File: src/sv/swm_pkg.sv
`default_nettype none
// ----------------------------------------------------------------------------
// swm_pkg: shared definitions for the sliding window median filter
// Window size, sample widths, controller states and the command and status
// structures that join the controller to the datapath.
// ----------------------------------------------------------------------------
package swm_pkg;

   localparam int WINDOW      = 64;
   localparam int SAMPLE_BITS = 16;

   localparam int SAMPLE_W = 16;
   localparam int SUM_W    = 17;
   localparam int IDX_BITS = $clog2(WINDOW);
   localparam int CNT_BITS = $clog2(WINDOW + 1);

   localparam int HALF_LO = WINDOW / 2 - 1;
   localparam int HALF_HI = WINDOW / 2;

   localparam logic [SAMPLE_W-1:0] SAMPLE_MASK =
      SAMPLE_W'((64'd1 << SAMPLE_BITS) - 64'd1);

   typedef enum logic [3:0] {
      S_IDLE,
      S_MED_LO,
      S_MED_HI,
      S_MED_END,
      S_REMOVE,
      S_INS_RD,
      S_INS_CMP,
      S_FINISH,
      S_EMIT
   } state_type;

   typedef enum logic [3:0] {
      OP_NONE,
      OP_TAKE,
      OP_MED_LO,
      OP_MED_HI,
      OP_MED_END,
      OP_REMOVE,
      OP_INS_RD,
      OP_INS_CMP,
      OP_FINISH,
      OP_EMIT
   } op_type;

   typedef struct packed {
      op_type op;
   } cmd_type;

   typedef struct packed {
      logic full;
      logic scan_done;
      logic pos_zero;
      logic pos_one;
      logic ins_gt;
      logic out_free;
   } status_type;

endpackage
`default_nettype wire

File: src/sv/swm_ram.sv
`default_nettype none
// ----------------------------------------------------------------------------
// swm_ram: generic simple dual port RAM
// One write port and one read port with registered read data.
// ----------------------------------------------------------------------------
module swm_ram #(
   parameter int WIDTH = 16,
   parameter int DEPTH = 64
) (
   input  wire logic                     clock,
   input  wire logic                     wr_en,
   input  wire logic [$clog2(DEPTH)-1:0] wr_addr,
   input  wire logic [WIDTH-1:0]         wr_data,
   input  wire logic [$clog2(DEPTH)-1:0] rd_addr,
   output logic      [WIDTH-1:0]         rd_data
);

   logic [WIDTH-1:0] mem [DEPTH];

   always_ff @(posedge clock) begin
      if (wr_en) begin
         mem[wr_addr] <= wr_data;
      end
      rd_data <= mem[rd_addr];
   end

endmodule
`default_nettype wire

File: src/sv/swm_ctrl.sv
`default_nettype none
// ----------------------------------------------------------------------------
// swm_ctrl: sequencing controller for the median filter
// Steps one sample through median read, removal pass, insertion and output.
// ----------------------------------------------------------------------------
module swm_ctrl (
   input  wire logic               clock,
   input  wire logic               reset,
   input  wire logic               req_valid,
   output logic                    req_stall,
   input  wire swm_pkg::status_type status,
   output swm_pkg::cmd_type        cmd
);

   swm_pkg::state_type state_ff, state_in;

   always_ff @(posedge clock) begin
      if (reset) begin
         state_ff <= swm_pkg::S_IDLE;
      end else begin
         state_ff <= state_in;
      end
   end

   always_comb begin
      state_in  = state_ff;
      cmd.op    = swm_pkg::OP_NONE;
      req_stall = (state_ff != swm_pkg::S_IDLE);
      unique case (state_ff)
         swm_pkg::S_IDLE: begin
            if (req_valid) begin
               cmd.op   = swm_pkg::OP_TAKE;
               state_in = status.full ? swm_pkg::S_MED_LO : swm_pkg::S_INS_RD;
            end
         end
         swm_pkg::S_MED_LO: begin
            cmd.op   = swm_pkg::OP_MED_LO;
            state_in = swm_pkg::S_MED_HI;
         end
         swm_pkg::S_MED_HI: begin
            cmd.op   = swm_pkg::OP_MED_HI;
            state_in = swm_pkg::S_MED_END;
         end
         swm_pkg::S_MED_END: begin
            cmd.op   = swm_pkg::OP_MED_END;
            state_in = swm_pkg::S_REMOVE;
         end
         swm_pkg::S_REMOVE: begin
            cmd.op = swm_pkg::OP_REMOVE;
            if (status.scan_done) begin
               state_in = swm_pkg::S_INS_RD;
            end
         end
         swm_pkg::S_INS_RD: begin
            cmd.op   = swm_pkg::OP_INS_RD;
            state_in = status.pos_zero ? swm_pkg::S_FINISH : swm_pkg::S_INS_CMP;
         end
         swm_pkg::S_INS_CMP: begin
            cmd.op = swm_pkg::OP_INS_CMP;
            if (!status.ins_gt) begin
               state_in = swm_pkg::S_FINISH;
            end else if (status.pos_one) begin
               state_in = swm_pkg::S_INS_RD;
            end
         end
         swm_pkg::S_FINISH: begin
            cmd.op   = swm_pkg::OP_FINISH;
            state_in = status.full ? swm_pkg::S_EMIT : swm_pkg::S_IDLE;
         end
         swm_pkg::S_EMIT: begin
            if (status.out_free) begin
               cmd.op   = swm_pkg::OP_EMIT;
               state_in = swm_pkg::S_IDLE;
            end
         end
         default: begin
            state_in = swm_pkg::S_IDLE;
         end
      endcase
   end

endmodule
`default_nettype wire

File: src/sv/swm_dp.sv
`default_nettype none
// ----------------------------------------------------------------------------
// swm_dp: datapath of the median filter
// Holds the sample ring and the sorted window in RAMs, the fill count, the
// ring pointer, the scan counters and the output register.
// ----------------------------------------------------------------------------
module swm_dp (
   input  wire logic                           clock,
   input  wire logic                           reset,
   input  wire logic [swm_pkg::SAMPLE_W-1:0]   req_sample,
   input  wire swm_pkg::cmd_type               cmd,
   output swm_pkg::status_type                 status,
   output logic                                rsp_valid,
   input  wire logic                           rsp_stall,
   output logic      [swm_pkg::SAMPLE_W-1:0]   rsp_lower_middle,
   output logic      [swm_pkg::SAMPLE_W-1:0]   rsp_upper_middle,
   output logic      [swm_pkg::SUM_W-1:0]      rsp_middle_sum
);

   logic [swm_pkg::SAMPLE_W-1:0] sample_ff, sample_in;
   logic [swm_pkg::SAMPLE_W-1:0] oldest_ff, oldest_in;
   logic [swm_pkg::SAMPLE_W-1:0] lo_ff, lo_in;
   logic [swm_pkg::SAMPLE_W-1:0] hi_ff, hi_in;
   logic                         found_ff, found_in;
   logic [swm_pkg::CNT_BITS-1:0] scan_ff, scan_in;
   logic [swm_pkg::CNT_BITS-1:0] pos_ff, pos_in;
   logic [swm_pkg::CNT_BITS-1:0] fill_ff, fill_in;
   logic [swm_pkg::IDX_BITS-1:0] ptr_ff, ptr_in;
   logic                         rsp_valid_ff, rsp_valid_in;
   logic [swm_pkg::SAMPLE_W-1:0] rsp_lo_ff, rsp_lo_in;
   logic [swm_pkg::SAMPLE_W-1:0] rsp_hi_ff, rsp_hi_in;
   logic [swm_pkg::SUM_W-1:0]    rsp_sum_ff, rsp_sum_in;

   logic                         srt_we;
   logic [swm_pkg::IDX_BITS-1:0] srt_waddr, srt_raddr;
   logic [swm_pkg::SAMPLE_W-1:0] srt_wdata, srt_rdata;
   logic                         ring_we;
   logic [swm_pkg::IDX_BITS-1:0] ring_waddr, ring_raddr;
   logic [swm_pkg::SAMPLE_W-1:0] ring_wdata, ring_rdata;

   logic [swm_pkg::CNT_BITS-1:0] scan_m2, pos_m1, pos_m2;
   logic                         full;

   swm_ram #(.WIDTH(swm_pkg::SAMPLE_W), .DEPTH(swm_pkg::WINDOW)) u_sorted (
      .clock   (clock),
      .wr_en   (srt_we),
      .wr_addr (srt_waddr),
      .wr_data (srt_wdata),
      .rd_addr (srt_raddr),
      .rd_data (srt_rdata)
   );

   swm_ram #(.WIDTH(swm_pkg::SAMPLE_W), .DEPTH(swm_pkg::WINDOW)) u_ring (
      .clock   (clock),
      .wr_en   (ring_we),
      .wr_addr (ring_waddr),
      .wr_data (ring_wdata),
      .rd_addr (ring_raddr),
      .rd_data (ring_rdata)
   );

   assign full    = (fill_ff == swm_pkg::CNT_BITS'(swm_pkg::WINDOW));
   assign scan_m2 = scan_ff - swm_pkg::CNT_BITS'(2);
   assign pos_m1  = pos_ff - swm_pkg::CNT_BITS'(1);
   assign pos_m2  = pos_ff - swm_pkg::CNT_BITS'(2);

   assign status.full      = full;
   assign status.scan_done = (scan_ff == swm_pkg::CNT_BITS'(swm_pkg::WINDOW));
   assign status.pos_zero  = (pos_ff == '0);
   assign status.pos_one   = (pos_ff == swm_pkg::CNT_BITS'(1));
   assign status.ins_gt    = (srt_rdata > sample_ff);
   assign status.out_free  = !rsp_valid_ff || !rsp_stall;

   always_ff @(posedge clock) begin
      if (reset) begin
         fill_ff      <= '0;
         ptr_ff       <= '0;
         found_ff     <= 1'b0;
         rsp_valid_ff <= 1'b0;
      end else begin
         fill_ff      <= fill_in;
         ptr_ff       <= ptr_in;
         found_ff     <= found_in;
         rsp_valid_ff <= rsp_valid_in;
      end
      sample_ff  <= sample_in;
      oldest_ff  <= oldest_in;
      lo_ff      <= lo_in;
      hi_ff      <= hi_in;
      scan_ff    <= scan_in;
      pos_ff     <= pos_in;
      rsp_lo_ff  <= rsp_lo_in;
      rsp_hi_ff  <= rsp_hi_in;
      rsp_sum_ff <= rsp_sum_in;
   end

   always_comb begin
      sample_in    = sample_ff;
      oldest_in    = oldest_ff;
      lo_in        = lo_ff;
      hi_in        = hi_ff;
      found_in     = found_ff;
      scan_in      = scan_ff;
      pos_in       = pos_ff;
      fill_in      = fill_ff;
      ptr_in       = ptr_ff;
      rsp_lo_in    = rsp_lo_ff;
      rsp_hi_in    = rsp_hi_ff;
      rsp_sum_in   = rsp_sum_ff;
      rsp_valid_in = rsp_valid_ff && rsp_stall;
      srt_we       = 1'b0;
      srt_waddr    = '0;
      srt_wdata    = sample_ff;
      srt_raddr    = '0;
      ring_we      = 1'b0;
      ring_waddr   = ptr_ff;
      ring_wdata   = sample_ff;
      ring_raddr   = ptr_ff;

      unique case (cmd.op)
         swm_pkg::OP_NONE: begin
         end
         swm_pkg::OP_TAKE: begin
            sample_in = req_sample & swm_pkg::SAMPLE_MASK;
            scan_in   = '0;
            found_in  = 1'b0;
            pos_in    = full ? swm_pkg::CNT_BITS'(swm_pkg::WINDOW - 1) : fill_ff;
         end
         swm_pkg::OP_MED_LO: begin
            srt_raddr  = swm_pkg::IDX_BITS'(swm_pkg::HALF_LO);
            ring_raddr = ptr_ff;
         end
         swm_pkg::OP_MED_HI: begin
            srt_raddr = swm_pkg::IDX_BITS'(swm_pkg::HALF_HI);
            lo_in     = srt_rdata;
            oldest_in = ring_rdata;
         end
         swm_pkg::OP_MED_END: begin
            hi_in = srt_rdata;
         end
         swm_pkg::OP_REMOVE: begin
            // Read runs one entry ahead; once the oldest value has been
            // matched, every later entry moves down by one place.
            srt_raddr = scan_ff[swm_pkg::IDX_BITS-1:0];
            scan_in   = scan_ff + swm_pkg::CNT_BITS'(1);
            if (scan_ff != '0) begin
               if (found_ff) begin
                  srt_we    = 1'b1;
                  srt_waddr = scan_m2[swm_pkg::IDX_BITS-1:0];
                  srt_wdata = srt_rdata;
               end else if (srt_rdata == oldest_ff) begin
                  found_in = 1'b1;
               end
            end
         end
         swm_pkg::OP_INS_RD: begin
            if (pos_ff == '0) begin
               srt_we    = 1'b1;
               srt_waddr = '0;
               srt_wdata = sample_ff;
            end else begin
               srt_raddr = pos_m1[swm_pkg::IDX_BITS-1:0];
            end
         end
         swm_pkg::OP_INS_CMP: begin
            srt_we    = 1'b1;
            srt_waddr = pos_ff[swm_pkg::IDX_BITS-1:0];
            if (srt_rdata > sample_ff) begin
               // Shift the larger entry up and fetch the next one below.
               srt_wdata = srt_rdata;
               pos_in    = pos_m1;
               srt_raddr = pos_m2[swm_pkg::IDX_BITS-1:0];
            end else begin
               srt_wdata = sample_ff;
            end
         end
         swm_pkg::OP_FINISH: begin
            ring_we    = 1'b1;
            ring_waddr = ptr_ff;
            ring_wdata = sample_ff;
            if (ptr_ff == swm_pkg::IDX_BITS'(swm_pkg::WINDOW - 1)) begin
               ptr_in = '0;
            end else begin
               ptr_in = ptr_ff + swm_pkg::IDX_BITS'(1);
            end
            if (!full) begin
               fill_in = fill_ff + swm_pkg::CNT_BITS'(1);
            end
         end
         swm_pkg::OP_EMIT: begin
            rsp_lo_in    = lo_ff;
            rsp_hi_in    = hi_ff;
            rsp_sum_in   = {1'b0, lo_ff} + {1'b0, hi_ff};
            rsp_valid_in = 1'b1;
         end
         default: begin
         end
      endcase
   end

   assign rsp_valid        = rsp_valid_ff;
   assign rsp_lower_middle = rsp_lo_ff;
   assign rsp_upper_middle = rsp_hi_ff;
   assign rsp_middle_sum   = rsp_sum_ff;

   a_ptr_tracks_fill: assert property (@(posedge clock) disable iff (reset)
      !full |-> (ptr_ff == fill_ff[swm_pkg::IDX_BITS-1:0]))
      else $error("ring pointer does not track fill count while filling");

   a_oldest_found: assert property (@(posedge clock) disable iff (reset)
      (cmd.op == swm_pkg::OP_REMOVE && status.scan_done)
         |-> (found_ff || srt_rdata == oldest_ff))
      else $error("oldest sample missing from sorted window");

   a_emit_when_full: assert property (@(posedge clock) disable iff (reset)
      (cmd.op == swm_pkg::OP_EMIT) |-> (full && status.out_free))
      else $error("result loaded while window not full or output busy");

   a_insert_in_range: assert property (@(posedge clock) disable iff (reset)
      (cmd.op == swm_pkg::OP_INS_RD || cmd.op == swm_pkg::OP_INS_CMP)
         |-> (pos_ff <= swm_pkg::CNT_BITS'(swm_pkg::WINDOW - 1)))
      else $error("insert position beyond sorted window");

endmodule
`default_nettype wire

File: src/sv/sliding_window_median.sv
`default_nettype none
// ----------------------------------------------------------------------------
// sliding_window_median: running median over the last WINDOW samples
// Samples enter on the req_ channel. Each sample that arrives with a full
// window yields the two middle values of the window as it stood before it
// and their sum on the rsp_ channel; the oldest sample leaves and the new
// one is inserted, and the result is loaded once that is done. The first
// WINDOW samples only fill the window and produce no transfer on rsp_.
// One sample is handled at a time; req_stall is high while it is in work.
// The work is set by passes over the sorted window RAM: while filling, a
// sample needs only an insertion walk and ring update; with a full window
// it needs a removal scan over the whole window plus an insertion walk
// that depends on where the new sample lands.
// The result sits in an output register; if the receiver holds rsp_stall,
// the result waits there and the block stalls only once the next result
// is ready to be loaded. Reset empties the window and drops any pending
// result; the RAM contents need no clearing, since the fill count guards
// every read.
// ----------------------------------------------------------------------------
module sliding_window_median (
   input  wire logic                         clock,
   input  wire logic                         reset,
   input  wire logic                         req_valid,
   output logic                              req_stall,
   input  wire logic [swm_pkg::SAMPLE_W-1:0] req_sample,
   output logic                              rsp_valid,
   input  wire logic                         rsp_stall,
   output logic      [swm_pkg::SAMPLE_W-1:0] rsp_lower_middle,
   output logic      [swm_pkg::SAMPLE_W-1:0] rsp_upper_middle,
   output logic      [swm_pkg::SUM_W-1:0]    rsp_middle_sum
);

   // Command and status between the sequencer and the datapath.
   swm_pkg::cmd_type    cmd;
   swm_pkg::status_type status;

   // The controller walks each sample through its steps: with a full window,
   // median read and removal of the oldest sample; then insertion of the new
   // one, ring update and, with a full window, loading of the output register.
   swm_ctrl u_ctrl (
      .clock     (clock),
      .reset     (reset),
      .req_valid (req_valid),
      .req_stall (req_stall),
      .status    (status),
      .cmd       (cmd)
   );

   // The datapath holds the two RAMs, the counters and the output register.
   swm_dp u_dp (
      .clock            (clock),
      .reset            (reset),
      .req_sample       (req_sample),
      .cmd              (cmd),
      .status           (status),
      .rsp_valid        (rsp_valid),
      .rsp_stall        (rsp_stall),
      .rsp_lower_middle (rsp_lower_middle),
      .rsp_upper_middle (rsp_upper_middle),
      .rsp_middle_sum   (rsp_middle_sum)
   );

endmodule
`default_nettype wire
File: config.mk
export PLATFORM = sky130hd
export DESIGN_NAME = sliding_window_median
export DESIGN_NICKNAME = d
export VERILOG_FILES = /design/src/sv/swm_pkg.sv /design/src/sv/swm_ram.sv /design/src/sv/swm_ctrl.sv /design/src/sv/swm_dp.sv /design/src/sv/sliding_window_median.sv
export SDC_FILE = /design/constraint.sdc
export NUM_CORES = 2
export LEC_CHECK = 0
export BUFFER_PORTS_ARGS = -buffer_cell sky130_fd_sc_hd__buf_2
export CAP_MARGIN = 25
export CORE_ASPECT_RATIO = 0.7
export CORE_MARGIN = 2
export CORE_UTILIZATION = 43
export DETAILED_ROUTE_END_ITERATION = 16
export GPL_ROUTABILITY_DRIVEN = 0
export SKIP_LAST_GASP = 1
export SLEW_MARGIN = 20
export SYNTH_ARGS = -nofsm -noshare
export SYNTH_HDL_FRONTEND = slang
export SYNTH_SLANG_ARGS = --single-unit
File: constraint.sdc
create_clock -name clock -period 8.1 [get_ports clock]
set_input_delay 1.215 -clock clock [delete_from_list [all_inputs] [get_ports clock]]
set_output_delay 1.215 -clock clock [all_outputs]
set_load 0.1 [all_outputs]
* Yosys cells after proc, flatten, opt, wreduce, memory -nomap -nowiden
Memory sizes are Yosys's and may differ from the RTL's. A register that Yosys moved wholly into a read port is not among the register bits. Index checks and enable logic that the tools add are counted.
Cells by class: eq/ne operators 28, mux-type cells 41, reduce and logical (&&, ||, !) cells 14, order comparisons 1, add/sub/neg operators 7, bitwise gates (word level) 1
Operators with widths (count):
- $pmux 4 s9 | 2
- $mux 16 | 3
- $eq 4x3->1 const B | 8
- $pmux 16 s2 | 1
- $mux 6 | 5
- $pmux 6 s5 | 1
- $mux 4 | 7
- $pmux 7 s2 | 2
- $add 16x16->17 | 1
- $eq 16x16->1 | 1
- $eq 4x2->1 const B | 4
- $gt 16x16->1 | 1
- $add 7x1->7 const B | 2
- $eq 7x7->1 const B | 2
- $mux 1 | 14
- $mux 7 | 2
- $eq 4x4->1 const B | 3
- $pmux 6 s2 | 1
- $sub 6x2->6 const B | 2
- $eq 4x1->1 const B | 2
- $ne 2x2->1 const B | 4
- $eq 7x1->1 const B | 1
- $logic_not 7->1 | 1
- $reduce_bool 7->1 | 1
- 17 further kinds | 21
Word-level totals: memories kept 2, output and inout bits 51, logic and storage cells 108, RAM bits 2048, bits in registers 146, input port bits 20
Memories:
- u_dp.u_ring.mem | depth 64, width 16, read ports 1, clocked after memory_dff 1, write ports 1, RTL line swm_ram.sv:18 | logic [WIDTH-1:0] mem [DEPTH];
- u_dp.u_sorted.mem | depth 64, width 16, read ports 1, clocked after memory_dff 1, write ports 1, RTL line swm_ram.sv:18

* Depth between registers and ports, before layout
depth after elaboration 8, mapped depth 17, depth with buffers taken out 12

* By module
A second synthesis with hierarchy kept.
Unflattened totals: cell total of the unflattened synthesis 4229, area total of the unflattened synthesis 87253.7 um^2
Modules (own cells, without submodules):
- swm_ram | area each 40042.2 um^2, instances 2, cells each 1829, seq. area each 31069.8 um^2
- swm_dp | area each 6847.8 um^2, instances 1, cells each 532, seq. area each 4113.9 um^2
- swm_ctrl | area each 321.6 um^2, instances 1, cells each 39, seq. area each 80.1 um^2

* Worst setup path before layout
No wires, ideal clock.
path kind register to register, start point register u_dp.sample_ff, in the netlist u_dp.ring_wdata[15], end point memory u_dp.u_sorted.mem[0][15] (data pin), stages on the path, launching flop included 11, path slack 1.890 ns, library setup time 0.702 ns, data required time 7.398 ns, data arrival time 5.508 ns, period minus slack after synthesis 6.210 ns, buffers on the path 2, path through edfxtp_1 > inv_1 > ha_1 > nand4_2 > or4_1 > and2_1 > clkbuf_1 > nand2_1 > nand2_1 > clkbuf_1 > o21ai_0
On the way: word-level cells in the longest chain between the ends 3, elaborated cells between the ends (all ways) 5, classes of those cells order compare (1); mux (4)
Ends and longest elaborated chain:
- from (decl) | RTL line swm_dp.sv:20 | logic [swm_pkg::SAMPLE_W-1:0] sample_ff, sample_in;
- from (signal assigned) | RTL line swm_dp.sv:86 | sample_ff <= sample_in;
- $gt 16x16->1 or $mux 16 (tied branches) | RTL line swm_dp.sv:168, swm_dp.sv:147
- $mux 16 (on tied branches) | RTL line swm_dp.sv:168, swm_dp.sv:146
- $pmux 16 s2 * | RTL line swm_dp.sv:120 | unique case (cmd.op)
- named net u_dp.srt_wdata, one bit | RTL line swm_dp.sv:36 | logic [swm_pkg::SAMPLE_W-1:0] srt_wdata, srt_rdata;
- to (decl) | RTL line swm_ram.sv:18
Mark *: on every way through the listed nets, which the timed path passes. The rest lies on a longest branch.

* Worst setup path after layout
start point register u_dp.sample_ff, in the netlist u_dp.ring_wdata[11], end point register u_dp.u_sorted.rd_data[6] (read register of u_dp.u_sorted.mem)
On the way: word-level cells in the longest chain between the ends 3
Ends and longest elaborated chain:
- $gt 16x16->1 | RTL line swm_dp.sv:168 | if (srt_rdata > sample_ff) begin
- $mux 6 | RTL line swm_dp.sv:168
- $pmux 6 s5 | RTL line swm_dp.sv:120
- to (decl) | RTL line swm_ram.sv:15 | output logic [WIDTH-1:0] rd_data
Every way passes these cells. A chain may end at the register's enable or synchronous reset.

==> metrics.cfg <==
[synth]
synth_area_mm2=0.0848
syn-num-nets=4774
synth_top_area_frac=0.770
ys_ff_latch=2226
ys.flop_type=edfxtp_1
synthCells=4710
yosysSeqAreaShare=0.782
avgSynthCellArea_um2=18.0
yosysTopAreaCell=edfxtp_1
synth-edff-count=2175
postSynth.asyncResetShare=0
ys_top_cells_by_count=edfxtp_1, a22oi_1, mux2_2
yosys_warnings=0
synth_most_common_cell=edfxtp_1
netlist_top_cells_area=edfxtp_1, mux2_2, a22oi_1
synth_cell_type_count=71

[global_routing]
grt_pass1_vias=44200
grt-ovfl-total=0
antenna_found_initial=12
grt_max_degree=104
grtUsageTotal=0.230
grt_pass1_wl_um=333000

[timing]
max_freq_mhz=147
fin_ws_ps=1300
rsz0062_at_grt=false
drv_slew=0
period_needed_ps=6800
hold_violations=0
skew_ps=34.7
worst-slew-pin-transition_ps=1200
setup_tns_ps=0
slew_headroom=0.195
post-route-period-util=0.839
setup_viol_count_final=0

[drt]
wl_um=236000
drc=0
avgRoutedWirePerCell_um=30.4
vias=47500
ant_nets=0
dr.pass1.iters=6
vias_per_cell=6.12
drtIter0Drc=7050

[worst_setup_path]
crit_path_end_kind=register
critPathTopFamily=simple AND/OR/NAND/NOR gates
cp-start-kind=register
cp_max_fo=65
critPathBufInv=4
cpPeakStageDelay_ps=680
path_cells=buf_4, inv_1, ha_1, nand4_1, or4_1, nand2_1, nand2_1, nand2_4, buf_12, buf_4, mux2_2, a21oi_1, nand4_1, and4_1
slowest_stage=nand2_4
crit_type=reg2reg
critical_path_required_ps=8820
cp.arrival_ps=7520
reg2reg_slack_ps=1300

[clocking]
clock_path_buffers=3
ctsResizeCount=0
h-tree-depth=4
ctsHoldBuffers=0
cts_setup_buffers=0
cts.clk_slew.worst_paths_ps=60
root_buffer=clkbuf_16
cts_tree=done
cts_buffers=211
cts.sinks=2226
insertion_delay_ps=850

[floorplan]
start_util=0.432
die_h_um=376
num_rows=136
die_area_mm2=0.201
fp.dieW_um=535
pin_count=71
coreArea_mm2=0.196

[power]
vdd_drop_max_mv=0.275
finalPower_uw=28700
p_leak_uw=0.0309
power_density_mw_per_mm2=297

[outcome]
status=finished, final reports clean

[layout]
drive_gt1_frac=0.200
fillers=16000
syn_to_final_growth_pct=13.7
fin_nets=5029
design_area_mm2=0.0965

[flow_run]
max_cap_violations=0

[min_path]
hp-class=reg2reg

[place]
post-dp-hpwl_um=137000
port-buffer-count=70
pre_cts_ws_ps=1450
placed_area_mm2=0.0895

cell families (layout without fill, tap and decap cells):
| logic type | Yosys count | after routing | synth area share |
|---|---|---|---|
| flops | 2226 | 2226 | 0.782 |
| compound gates | 1042 | 1042 | 0.0937 |
| simple gates | 556 | 556 | 0.0336 |
| mux | 484 | 484 | 0.0623 |
| buf+inv | 306 | 743 | 0.0166 |
| xor+xnor | 52 | 52 | 0.00537 |
| fa+ha+maj | 44 | 44 | 0.00658 |
| other cells | 0 | 3 | 0 |
per-stage QoR:
| stage | util | std cells | hold WS [ps] |
|---|---|---|---|
| floorplan | - | 4710 | 386 |
| global placement | 0.456 | 7368 | 391 |
| detailed placement | 0.456 | 7371 | 389 |
| CTS | 0.491 | 7766 | 399 |
| global route | 0.492 | 7769 | 414 |
| finish | 0.492 | 7772 | 404 |
routing by layer:
metal  wire [µm]  vias up  track usage
li1            -    20000            -
met1      108000    24700        0.375
met2       97000     2637        0.310
met3       26400      255       0.0513
met4        3990        6       0.0471
met5          41        -            0
report_power, final:
group	switching [µW]	internal (µW)	total, µW
Combinational	3460	1760	5220
Clock	4240	5590	9820
Sequential	315	13300	13600
layout make-up:
type	instances	area, µm²	share of cell area
Clock inverter	116	1060	0.0110
Antenna cell	3	7.51	0.0000778
Tap cell	2622	3280	0.0340
Sequential cell	2226	66300	0.687
Timing Repair Buffer	314	2370	0.0246
Inverter	34	128	0.00132
Multi-Input combinational cell	2178	17500	0.181
Clock buffer	279	5820	0.0603
layout by cell type (no fill, tap or decap), drive strengths merged, types with 51 or more instances in the layout:
master and count:
nor2 180, a221oi 97, dfxtp 51, mux2 354, a22oi 353, nand4 94, edfxtp 2175, clkbuf 279
buf 314, a222oi 81, a21oi 115, nand2 111, a22o 97, mux2i 130, a31oi 97, clkinv 84
o22a 68
path summary, 6_finish.rpt:
check | startpoint | end | cells after the start
worst max-delay path | u_dp.ring_wdata[11] | u_dp.u_sorted.rd_data[6] | 14
worst min-delay path | u_dp.u_ring.rd_data[3] | u_dp.oldest_ff[3] | 0
worst min register to register | u_dp.u_ring.rd_data[3] | u_dp.oldest_ff[3] | 0
worst max register to register | u_dp.ring_wdata[11] | u_dp.u_sorted.rd_data[6] | 14
Note: power is estimated with default switching activity, not from simulation.
